--- src/rle_pkg.sv ---
// Shared types and constants for the RGB565 run-length decoder.
// Used by the controller, the datapath and the top level; depends on nothing.
package rle_pkg;

	typedef enum logic [1:0] {
		ST_IDLE,
		ST_CHECK,
		ST_EMIT
	} state_t;

	// Commands from the controller to the datapath
	typedef struct packed {
		logic load;
		logic check;
		logic emit;
	} dp_cmd_t;

	// Status from the datapath to the controller
	typedef struct packed {
		logic run_zero;
		logic remain_last;
		logic out_free;
	} dp_status_t;

	// Configuration register indexes
	localparam logic REG_IMAGE_WIDTH  = 1'b0;
	localparam logic REG_IMAGE_HEIGHT = 1'b1;

	// 255*f/31 and 255*f/63 as one multiply by a scaled reciprocal, then a shift.
	// Scale 2^20 keeps the error below the smallest fractional step of the quotient.
	localparam int unsigned       RECIP_SHIFT = 20;
	localparam logic [23:0]       RB_RECIP    = 24'd8625630; // 255 * ceil(2^20 / 31)
	localparam logic [23:0]       G_RECIP     = 24'd4244475; // 255 * ceil(2^20 / 63)

	localparam int unsigned COLOR_W = 16;
	localparam int unsigned RUN_W   = 7;
	localparam int unsigned CFG_W   = 16;
	localparam int unsigned COUNT_W = 32;

endpackage

--- src/rle_ctrl.sv ---
// Controller state machine of the RGB565 run-length decoder.
// Depends on rle_pkg for the state type and the command and status structs.
module rle_ctrl
	import rle_pkg::*;
(
	input  logic       clk,
	input  logic       arst_n,
	input  logic       in_valid,
	output logic       in_ready,
	input  dp_status_t status,
	output dp_cmd_t    cmd
);

	state_t state_q;
	state_t state_d;

	always_ff @(posedge clk or negedge arst_n) begin
		if (!arst_n) begin
			state_q <= ST_IDLE;
		end else begin
			state_q <= state_d;
		end
	end

	always_comb begin
		state_d = state_q;
		case (state_q)
			ST_IDLE: begin
				// drop empty runs without leaving idle
				if (in_valid && !status.run_zero) begin
					state_d = ST_CHECK;
				end
			end
			ST_CHECK: begin
				state_d = ST_EMIT;
			end
			ST_EMIT: begin
				if (status.out_free && status.remain_last) begin
					state_d = ST_IDLE;
				end
			end
			default: begin
				state_d = ST_IDLE;
			end
		endcase
	end

	always_comb begin
		in_ready  = 1'b0;
		cmd.load  = 1'b0;
		cmd.check = 1'b0;
		cmd.emit  = 1'b0;
		case (state_q)
			ST_IDLE: begin
				in_ready = 1'b1;
				cmd.load = in_valid;
			end
			ST_CHECK: begin
				cmd.check = 1'b1;
			end
			ST_EMIT: begin
				cmd.emit = status.out_free;
			end
			default: begin
				in_ready = 1'b0;
			end
		endcase
	end

endmodule

--- src/rle_datapath.sv ---
// Datapath of the RGB565 run-length decoder: colour widening, run counter,
// pixel count, image size and the output register. Depends on rle_pkg.
module rle_datapath
	import rle_pkg::*;
#(
	parameter int unsigned MAX_RUN = 64
) (
	input  logic                 clk,
	input  logic                 arst_n,
	input  dp_cmd_t              cmd,
	output dp_status_t           status,
	input  logic [COLOR_W-1:0]   color565,
	input  logic [RUN_W-1:0]     run_length,
	input  logic                 cfg_we,
	input  logic                 cfg_index,
	input  logic [CFG_W-1:0]     cfg_data,
	output logic [7:0]           red8,
	output logic [7:0]           green8,
	output logic [7:0]           blue8,
	output logic                 run_last,
	output logic                 image_end,
	output logic                 out_valid,
	input  logic                 out_ready
);

	localparam logic [RUN_W-1:0] MaxRunW = RUN_W'(MAX_RUN);

	logic [CFG_W-1:0]     width_q;
	logic [CFG_W-1:0]     height_q;
	logic [COUNT_W-1:0]   size_q;
	logic [COUNT_W-1:0]   pixel_count_q;
	logic [COUNT_W:0]     total_q;
	logic                 ends_q;
	logic [RUN_W-1:0]     remain_q;
	logic [7:0]           red_q;
	logic [7:0]           green_q;
	logic [7:0]           blue_q;
	logic                 out_valid_q;
	logic [7:0]           red_out_q;
	logic [7:0]           green_out_q;
	logic [7:0]           blue_out_q;
	logic                 last_out_q;
	logic                 end_out_q;

	logic [RUN_W-1:0]     run_sat;
	logic [28:0]          red_prod;
	logic [28:0]          green_prod;
	logic [28:0]          blue_prod;
	logic                 ends_now;

	assign run_sat = (run_length > MaxRunW) ? MaxRunW : run_length;

	assign red_prod   = 29'(color565[15:11]) * 29'(RB_RECIP);
	assign green_prod = 29'(color565[10:5])  * 29'(G_RECIP);
	assign blue_prod  = 29'(color565[4:0])   * 29'(RB_RECIP);

	assign ends_now = (total_q >= {1'b0, size_q});

	assign status.run_zero    = (run_length == '0);
	assign status.remain_last = (remain_q == RUN_W'(1));
	assign status.out_free    = !out_valid_q || out_ready;

	// configuration registers and the registered image size
	always_ff @(posedge clk or negedge arst_n) begin
		if (!arst_n) begin
			width_q  <= CFG_W'(1);
			height_q <= CFG_W'(1);
			size_q   <= COUNT_W'(1);
		end else begin
			if (cfg_we && cfg_index == REG_IMAGE_WIDTH) begin
				width_q <= cfg_data;
			end
			if (cfg_we && cfg_index == REG_IMAGE_HEIGHT) begin
				height_q <= cfg_data;
			end
			size_q <= COUNT_W'(width_q) * COUNT_W'(height_q);
		end
	end

	always_ff @(posedge clk or negedge arst_n) begin
		if (!arst_n) begin
			pixel_count_q <= '0;
			ends_q        <= 1'b0;
			remain_q      <= '0;
			out_valid_q   <= 1'b0;
		end else begin
			if (cmd.load) begin
				remain_q <= run_sat;
			end else if (cmd.emit) begin
				remain_q <= remain_q - RUN_W'(1);
			end
			if (cmd.check) begin
				ends_q        <= ends_now;
				pixel_count_q <= ends_now ? '0 : total_q[COUNT_W-1:0];
			end
			if (cmd.emit) begin
				out_valid_q <= 1'b1;
			end else if (out_ready) begin
				out_valid_q <= 1'b0;
			end
		end
	end

	// payload registers
	always_ff @(posedge clk) begin
		if (cmd.load) begin
			red_q   <= red_prod[RECIP_SHIFT+7:RECIP_SHIFT];
			green_q <= green_prod[RECIP_SHIFT+7:RECIP_SHIFT];
			blue_q  <= blue_prod[RECIP_SHIFT+7:RECIP_SHIFT];
			total_q <= {1'b0, pixel_count_q} + (COUNT_W+1)'(run_sat);
		end
		if (cmd.emit) begin
			red_out_q   <= red_q;
			green_out_q <= green_q;
			blue_out_q  <= blue_q;
			last_out_q  <= status.remain_last;
			end_out_q   <= status.remain_last && ends_q;
		end
	end

	assign red8      = red_out_q;
	assign green8    = green_out_q;
	assign blue8     = blue_out_q;
	assign run_last  = last_out_q;
	assign image_end = end_out_q;
	assign out_valid = out_valid_q;

endmodule

--- src/rle_rgb565_to_rgb888_decoder_core.sv ---
// Top level of the RGB565 run-length decoder: stream ports, controller and datapath.
// Depends on rle_pkg, rle_ctrl and rle_datapath.
//
// Usage:
//   Slave stream: one request per run, colour565 in s_tdata[15:0] and the run
//   length in s_tdata[22:16]. Runs longer than MAX_RUN are cut to MAX_RUN;
//   a run of zero is taken and emits nothing.
//   Master stream: one request per pixel, RGB888 in m_tdata, m_tlast on the
//   last pixel of a run, m_tuser on the pixel that completes the image.
//   Config channel: cfg_index 0 writes the image width, 1 the height; always
//   ready. Write only while the block is idle.
// Run handling:
//   After a run is taken, the check state and then the emit state put its first
//   pixel into the output register when that register is free; then one pixel
//   per cycle while m_tready stays high. A run holds the slave side while the
//   block takes the request, checks the pixel count against the image size in
//   the check state and sends each pixel from the emit state. The next run is
//   taken while the previous run's last pixel still waits in the output register.
// Reset clears the pixel count and the output valid flag; width and height return
// to 1. When m_tready is low the output register holds and the run counter waits.
module rle_rgb565_to_rgb888_decoder_core
	import rle_pkg::*;
#(
	parameter int unsigned MAX_RUN = 64
) (
	input  logic        clk,
	input  logic        arst_n,
	input  logic        s_tvalid,
	output logic        s_tready,
	input  logic [23:0] s_tdata,   // color565[15:0], run_length[22:16], zero[23]
	output logic        m_tvalid,
	input  logic        m_tready,
	output logic [23:0] m_tdata,   // red8[7:0], green8[15:8], blue8[23:16]
	output logic        m_tlast,   // run_last
	output logic        m_tuser,   // image_end
	input  logic        cfg_valid,
	output logic        cfg_ready,
	input  logic        cfg_index,
	input  logic [15:0] cfg_data
);

	dp_cmd_t    cmd;
	dp_status_t status;
	logic [7:0] red8;
	logic [7:0] green8;
	logic [7:0] blue8;

	assign cfg_ready = 1'b1;

	rle_ctrl u_ctrl (
		.clk      (clk),
		.arst_n   (arst_n),
		.in_valid (s_tvalid),
		.in_ready (s_tready),
		.status   (status),
		.cmd      (cmd)
	);

	rle_datapath #(
		.MAX_RUN (MAX_RUN)
	) u_datapath (
		.clk        (clk),
		.arst_n     (arst_n),
		.cmd        (cmd),
		.status     (status),
		.color565   (s_tdata[15:0]),
		.run_length (s_tdata[22:16]),
		.cfg_we     (cfg_valid && cfg_ready),
		.cfg_index  (cfg_index),
		.cfg_data   (cfg_data),
		.red8       (red8),
		.green8     (green8),
		.blue8      (blue8),
		.run_last   (m_tlast),
		.image_end  (m_tuser),
		.out_valid  (m_tvalid),
		.out_ready  (m_tready)
	);

	assign m_tdata = {blue8, green8, red8};

	// An empty run leaves the block ready for the next request
	a_zero_run_idle: assert property (@(posedge clk) disable iff (!arst_n)
		s_tvalid && s_tready && s_tdata[22:16] == 7'd0 |=> s_tready)
		else $error("empty run left the idle state");

	// A non-empty run holds the slave side while it is expanded
	a_run_busy: assert property (@(posedge clk) disable iff (!arst_n)
		s_tvalid && s_tready && s_tdata[22:16] != 7'd0 |=> !s_tready)
		else $error("run taken without leaving idle");

	// Image end only on the last pixel of a run
	a_end_on_last: assert property (@(posedge clk) disable iff (!arst_n)
		m_tvalid && m_tuser |-> m_tlast)
		else $error("image end flagged inside a run");

endmodule
--- config.mk ---
export PLATFORM = sky130hd
export DESIGN_NAME = rle_rgb565_to_rgb888_decoder_core
export DESIGN_NICKNAME = d
export VERILOG_FILES = /design/src/rle_pkg.sv /design/src/rle_ctrl.sv /design/src/rle_datapath.sv /design/src/rle_rgb565_to_rgb888_decoder_core.sv
export SDC_FILE = /design/constraint.sdc
export NUM_CORES = 1
export LEC_CHECK = 0
export ABC_CLOCK_PERIOD_IN_PS = 10750
export BUFFER_PORTS_ARGS = -buffer_cell sky130_fd_sc_hd__clkbuf_2
export CAP_MARGIN = 20
export CORE_MARGIN = 10
export CORE_UTILIZATION = 55
export DETAILED_ROUTE_END_ITERATION = 10
export PLACE_DENSITY = 0.72
export SLEW_MARGIN = 20
export SYNTH_ARGS = -nofsm -noshare
export SYNTH_HDL_FRONTEND = slang
export SYNTH_SLANG_ARGS = --single-unit
--- constraint.sdc ---
create_clock -name clk -period 10.75 [get_ports clk]
set_input_delay 2.15 -clock clk [delete_from_list [all_inputs] [get_ports clk]]
set_output_delay 2.15 -clock clk [all_outputs]
set_load 0.02 [all_outputs]
==> impl_metrics.tcl <==
set metrics [dict create \
    finalMaxSlewViolations 0 \
    cts.sinks 190 \
    first_global_vias 15000 \
    post-route-min-period_ps 6470 \
    track_usage 0.199 \
    post_synthesis_simple_gate_area_fraction 0.125 \
    multiInputGateArea_um2 13300 \
    critPathMaxFanout 17 \
    run_status "complete, no violations" \
    final_layout_size_suffix_gt1_frac 0.0821 \
    synth.largest_area_cell "sky130_fd_sc_hd__fa_1" \
    setup.worst_path.class "reg -> reg" \
    synth_compound_area_frac 0.0798 \
    number_of_distinct_library_cells_after_synthesis 67 \
    synthMostInstantiatedCell "sky130_fd_sc_hd__inv_1" \
    std_cell_rows 69 \
    postSynthCellCount 1968 \
    area_growth_pct 6.75 \
    core_area_um2 35800 \
    initial_drt_markers 760 \
    timing.critical_path.from_type "flip-flop" \
    skew_ps 13.7 \
    tns_ps 0 \
    post_cts_resize_count 0 \
    slew-limit-headroom 0.378 \
    min_path_type "reg -> reg" \
    ant_nets 0 \
    grt_residual_overflow 0 \
    num-nets-final 2555 \
    synthesis.area_um2 20100 \
    tightestPinTransition_ps 934 \
    layout.filler_cells 2971 \
    worstPathArrival_ps 6810 \
    portion_of_the_clock_cycle_consumed_by_the_worst_path_in_the_final_layout 0.602 \
    drt_wl_total_mm 42.0 \
    routabilityCongestion 0.889 \
    yosysTopAreaCellShare 0.243 \
    post_synth_xor_area_fraction 0.0340 \
    initial_utilization 0.560 \
    cts_tree "yes" \
    detail_route.first_pass.iterations 5 \
    synth_seq_cells 190 \
    timing.fmax_ghz 0.154 \
    synth-main-ff-cell "sky130_fd_sc_hd__dfrtp_1" \
    fp.dieArea_um2 44500 \
    half_perimeter_wire_length_after_detailed_placement_mm 32.8 \
    drc 0 \
    syn_avg_cell_area_um2 10.2 \
    max-cap-violations 0 \
    die-height_um 211 \
    clockBufferDepth 2 \
    number_of_enable_flip_flop_cells_after_synthesis 83 \
    setup_viol_count_final 0 \
    synth_adder_area_share 0.403 \
    muxShareOfSynthArea 0.0184 \
    worst_skew_pair.late_latency_ps 450 \
    tritoncts.num_buffers 17 \
    synth_warnings 0 \
    cp_data_required_time_ps 11080 \
    post_synth_main_area_contributors "sky130_fd_sc_hd__fa_1 (24%), sky130_fd_sc_hd__ha_1 (16%), sky130_fd_sc_hd__dfrtp_1 (13%)" \
    wire_per_inst_um 16.9 \
    unrepaired_setup_endpoints_after_global_routing "false" \
    ff_latch_area_um2 5170 \
    route.vias.total 13800 \
    post_cts_hold_buffer_count 0 \
    antenna_found_initial 0 \
    postCtsSetupRepairBufs 0 \
    die_w_um 211 \
    diodes 0 \
    synth_sequential_area_ratio 0.258 \
    design.portCount 75 \
    viasPerCell 5.58 \
    cts_root_buf "sky130_fd_sc_hd__clkbuf_16" \
    synth.cells.most_frequent "sky130_fd_sc_hd__inv_1 (380), sky130_fd_sc_hd__ha_1 (256), sky130_fd_sc_hd__fa_1 (244), sky130_fd_sc_hd__nand2_1 (184), sky130_fd_sc_hd__and2_1 (132)" \
    placement.io_buffers 72 \
    grt_pass1_wl_mm 72.5 \
    synth_top_family_by_area "adder cells" \
    clk_pin_slew_worst_paths_ps 70 \
    synthArstFlopShare 0.563 \
    grt_max_degree 71 \
    synthesis.nets 2514 \
    htree_levels 4 \
    crit_path_end_kind "flip-flop" \
    timing.final.hold_violations 0 \
]
## worst max-delay path: stages, from the launching register on
cell and delay, ps:
sky130_fd_sc_hd__dfrtp_1 840, sky130_fd_sc_hd__nand2_1 180, sky130_fd_sc_hd__fa_1 560, sky130_fd_sc_hd__inv_1 50, sky130_fd_sc_hd__fa_1 470, sky130_fd_sc_hd__fa_1 530
sky130_fd_sc_hd__fa_1 530, sky130_fd_sc_hd__fa_1 560, sky130_fd_sc_hd__inv_1 60, sky130_fd_sc_hd__fa_1 530, sky130_fd_sc_hd__inv_1 50, sky130_fd_sc_hd__ha_1 390
sky130_fd_sc_hd__a21o_1 190, sky130_fd_sc_hd__a21o_1 170, sky130_fd_sc_hd__a22oi_1 170, sky130_fd_sc_hd__nand4b_1 230, sky130_fd_sc_hd__o211ai_1 420, sky130_fd_sc_hd__o21ai_1 150
sky130_fd_sc_hd__o221a_2 300
## layout by cell type (no fill, tap or decap), types with 4 or more instances in the layout
cell type	synthesis	layout
sky130_fd_sc_hd__inv_1	380	380
sky130_fd_sc_hd__ha_1	256	256
sky130_fd_sc_hd__fa_1	244	244
sky130_fd_sc_hd__nand2_1	184	184
sky130_fd_sc_hd__and2_1	132	132
sky130_fd_sc_hd__dfrtp_1	104	104
sky130_fd_sc_hd__edfxtp_1	83	83
sky130_fd_sc_hd__clkbuf_2	0	71
sky130_fd_sc_hd__a21oi_1	57	57
sky130_fd_sc_hd__xnor2_1	49	49
sky130_fd_sc_hd__nor2_1	45	45
sky130_fd_sc_hd__o21ai_0	39	38
sky130_fd_sc_hd__a21o_1	36	36
sky130_fd_sc_hd__mux2_2	32	32
sky130_fd_sc_hd__a22o_1	32	32
sky130_fd_sc_hd__nand3_1	30	30
sky130_fd_sc_hd__xor2_1	29	29
sky130_fd_sc_hd__nand4_1	17	17
sky130_fd_sc_hd__clkbuf_16	0	17
sky130_fd_sc_hd__nor3_1	16	16
sky130_fd_sc_hd__nor2b_1	15	14
sky130_fd_sc_hd__nand2b_1	11	11
sky130_fd_sc_hd__o211ai_1	10	10
sky130_fd_sc_hd__a211oi_1	8	8
sky130_fd_sc_hd__nor4_1	8	8
sky130_fd_sc_hd__o21a_1	7	7
sky130_fd_sc_hd__buf_4	1	7
sky130_fd_sc_hd__or2_2	6	6
sky130_fd_sc_hd__a31oi_1	7	6
sky130_fd_sc_hd__o21bai_1	6	6
sky130_fd_sc_hd__a21boi_0	6	6
sky130_fd_sc_hd__and4_1	5	5
sky130_fd_sc_hd__inv_8	0	5
sky130_fd_sc_hd__o22ai_1	4	4
sky130_fd_sc_hd__and3_1	4	4
sky130_fd_sc_hd__nor3_2	4	4
## sequential cells by signal, summed over array words and instances (netlist names), 2 cells and up
signal                    flops
u_datapath.remain_q           7
u_datapath.green_q            8
u_datapath.size_q            32
u_datapath.blue8              8
u_datapath.height_q          16
u_datapath.width_q           16
u_datapath.total_q           33
u_datapath.pixel_count_q     32
u_ctrl.state_q                2
u_datapath.red_q              8
u_datapath.blue_q             8
u_datapath.red8               8
u_datapath.green8             8
## cells by family (layout without fill, tap and decap cells)
family,Yosys count,after routing
and+or+nand+nor,491,491
DFF,190,190
other,1,1
buffers and inverters,437,491
muxes,33,33
xor gates and xnor gates,78,78
AOI/OAI and AO/OA,238,238
adders and majority gates,500,500
## metal layers
layer | GRT usage | vias up | share of wire
li1 | - | 6440 | -
met1 | 0.248 | 7061 | 0.43
met2 | 0.355 | 297 | 0.52
met3 | 0.0294 | 46 | 0.041
met4 | 0.0492 | 0 | 0.015
met5 | 0 | - | 0
## path summary, 6_finish.rpt
path	cells after the start	slack, ps	start	to
worst min register to register	0	420	u_datapath.red_q[2]	u_datapath.red8[2]
max in group asynchronous	2	7740	arst_n	u_datapath.height_q[12]
worst min-delay path	0	420	u_datapath.red_q[2]	u_datapath.red8[2]
worst max-delay path	18	4280	u_datapath.width_q[6]	u_datapath.size_q[29]
min in group asynchronous	1	1670	arst_n	u_datapath.remain_q[6]
worst max register to register	18	4280	u_datapath.width_q[6]	u_datapath.size_q[29]
## area by class of cell
class / instances / share of cell area
inverters: 381 / 0.0667
flip-flops and latches: 190 / 0.241
multi-input cells: 1341 / 0.619
clock inverters: 15 / 0.00701
well taps: 461 / 0.0269
repair buffers: 78 / 0.0190
clock buffers: 17 / 0.0199
## metrics by stage
stage,hold slack [ps],instances,cell area [um^2],worst slack [ps],utilization
2_1_floorplan,400,1968,20100,4810,-
3_3_place_gp,404,2451,20900,4410,0.582
3_5_place_dp,405,2451,20900,4340,0.582
4_1_cts,422,2483,21400,4310,0.598
5_1_grt,430,2483,21400,3940,0.598
6_report,422,2483,21400,4280,0.598
Power is not shown: default switching activity piles up to over one toggle a cycle in this logic, so the estimate is an artifact.
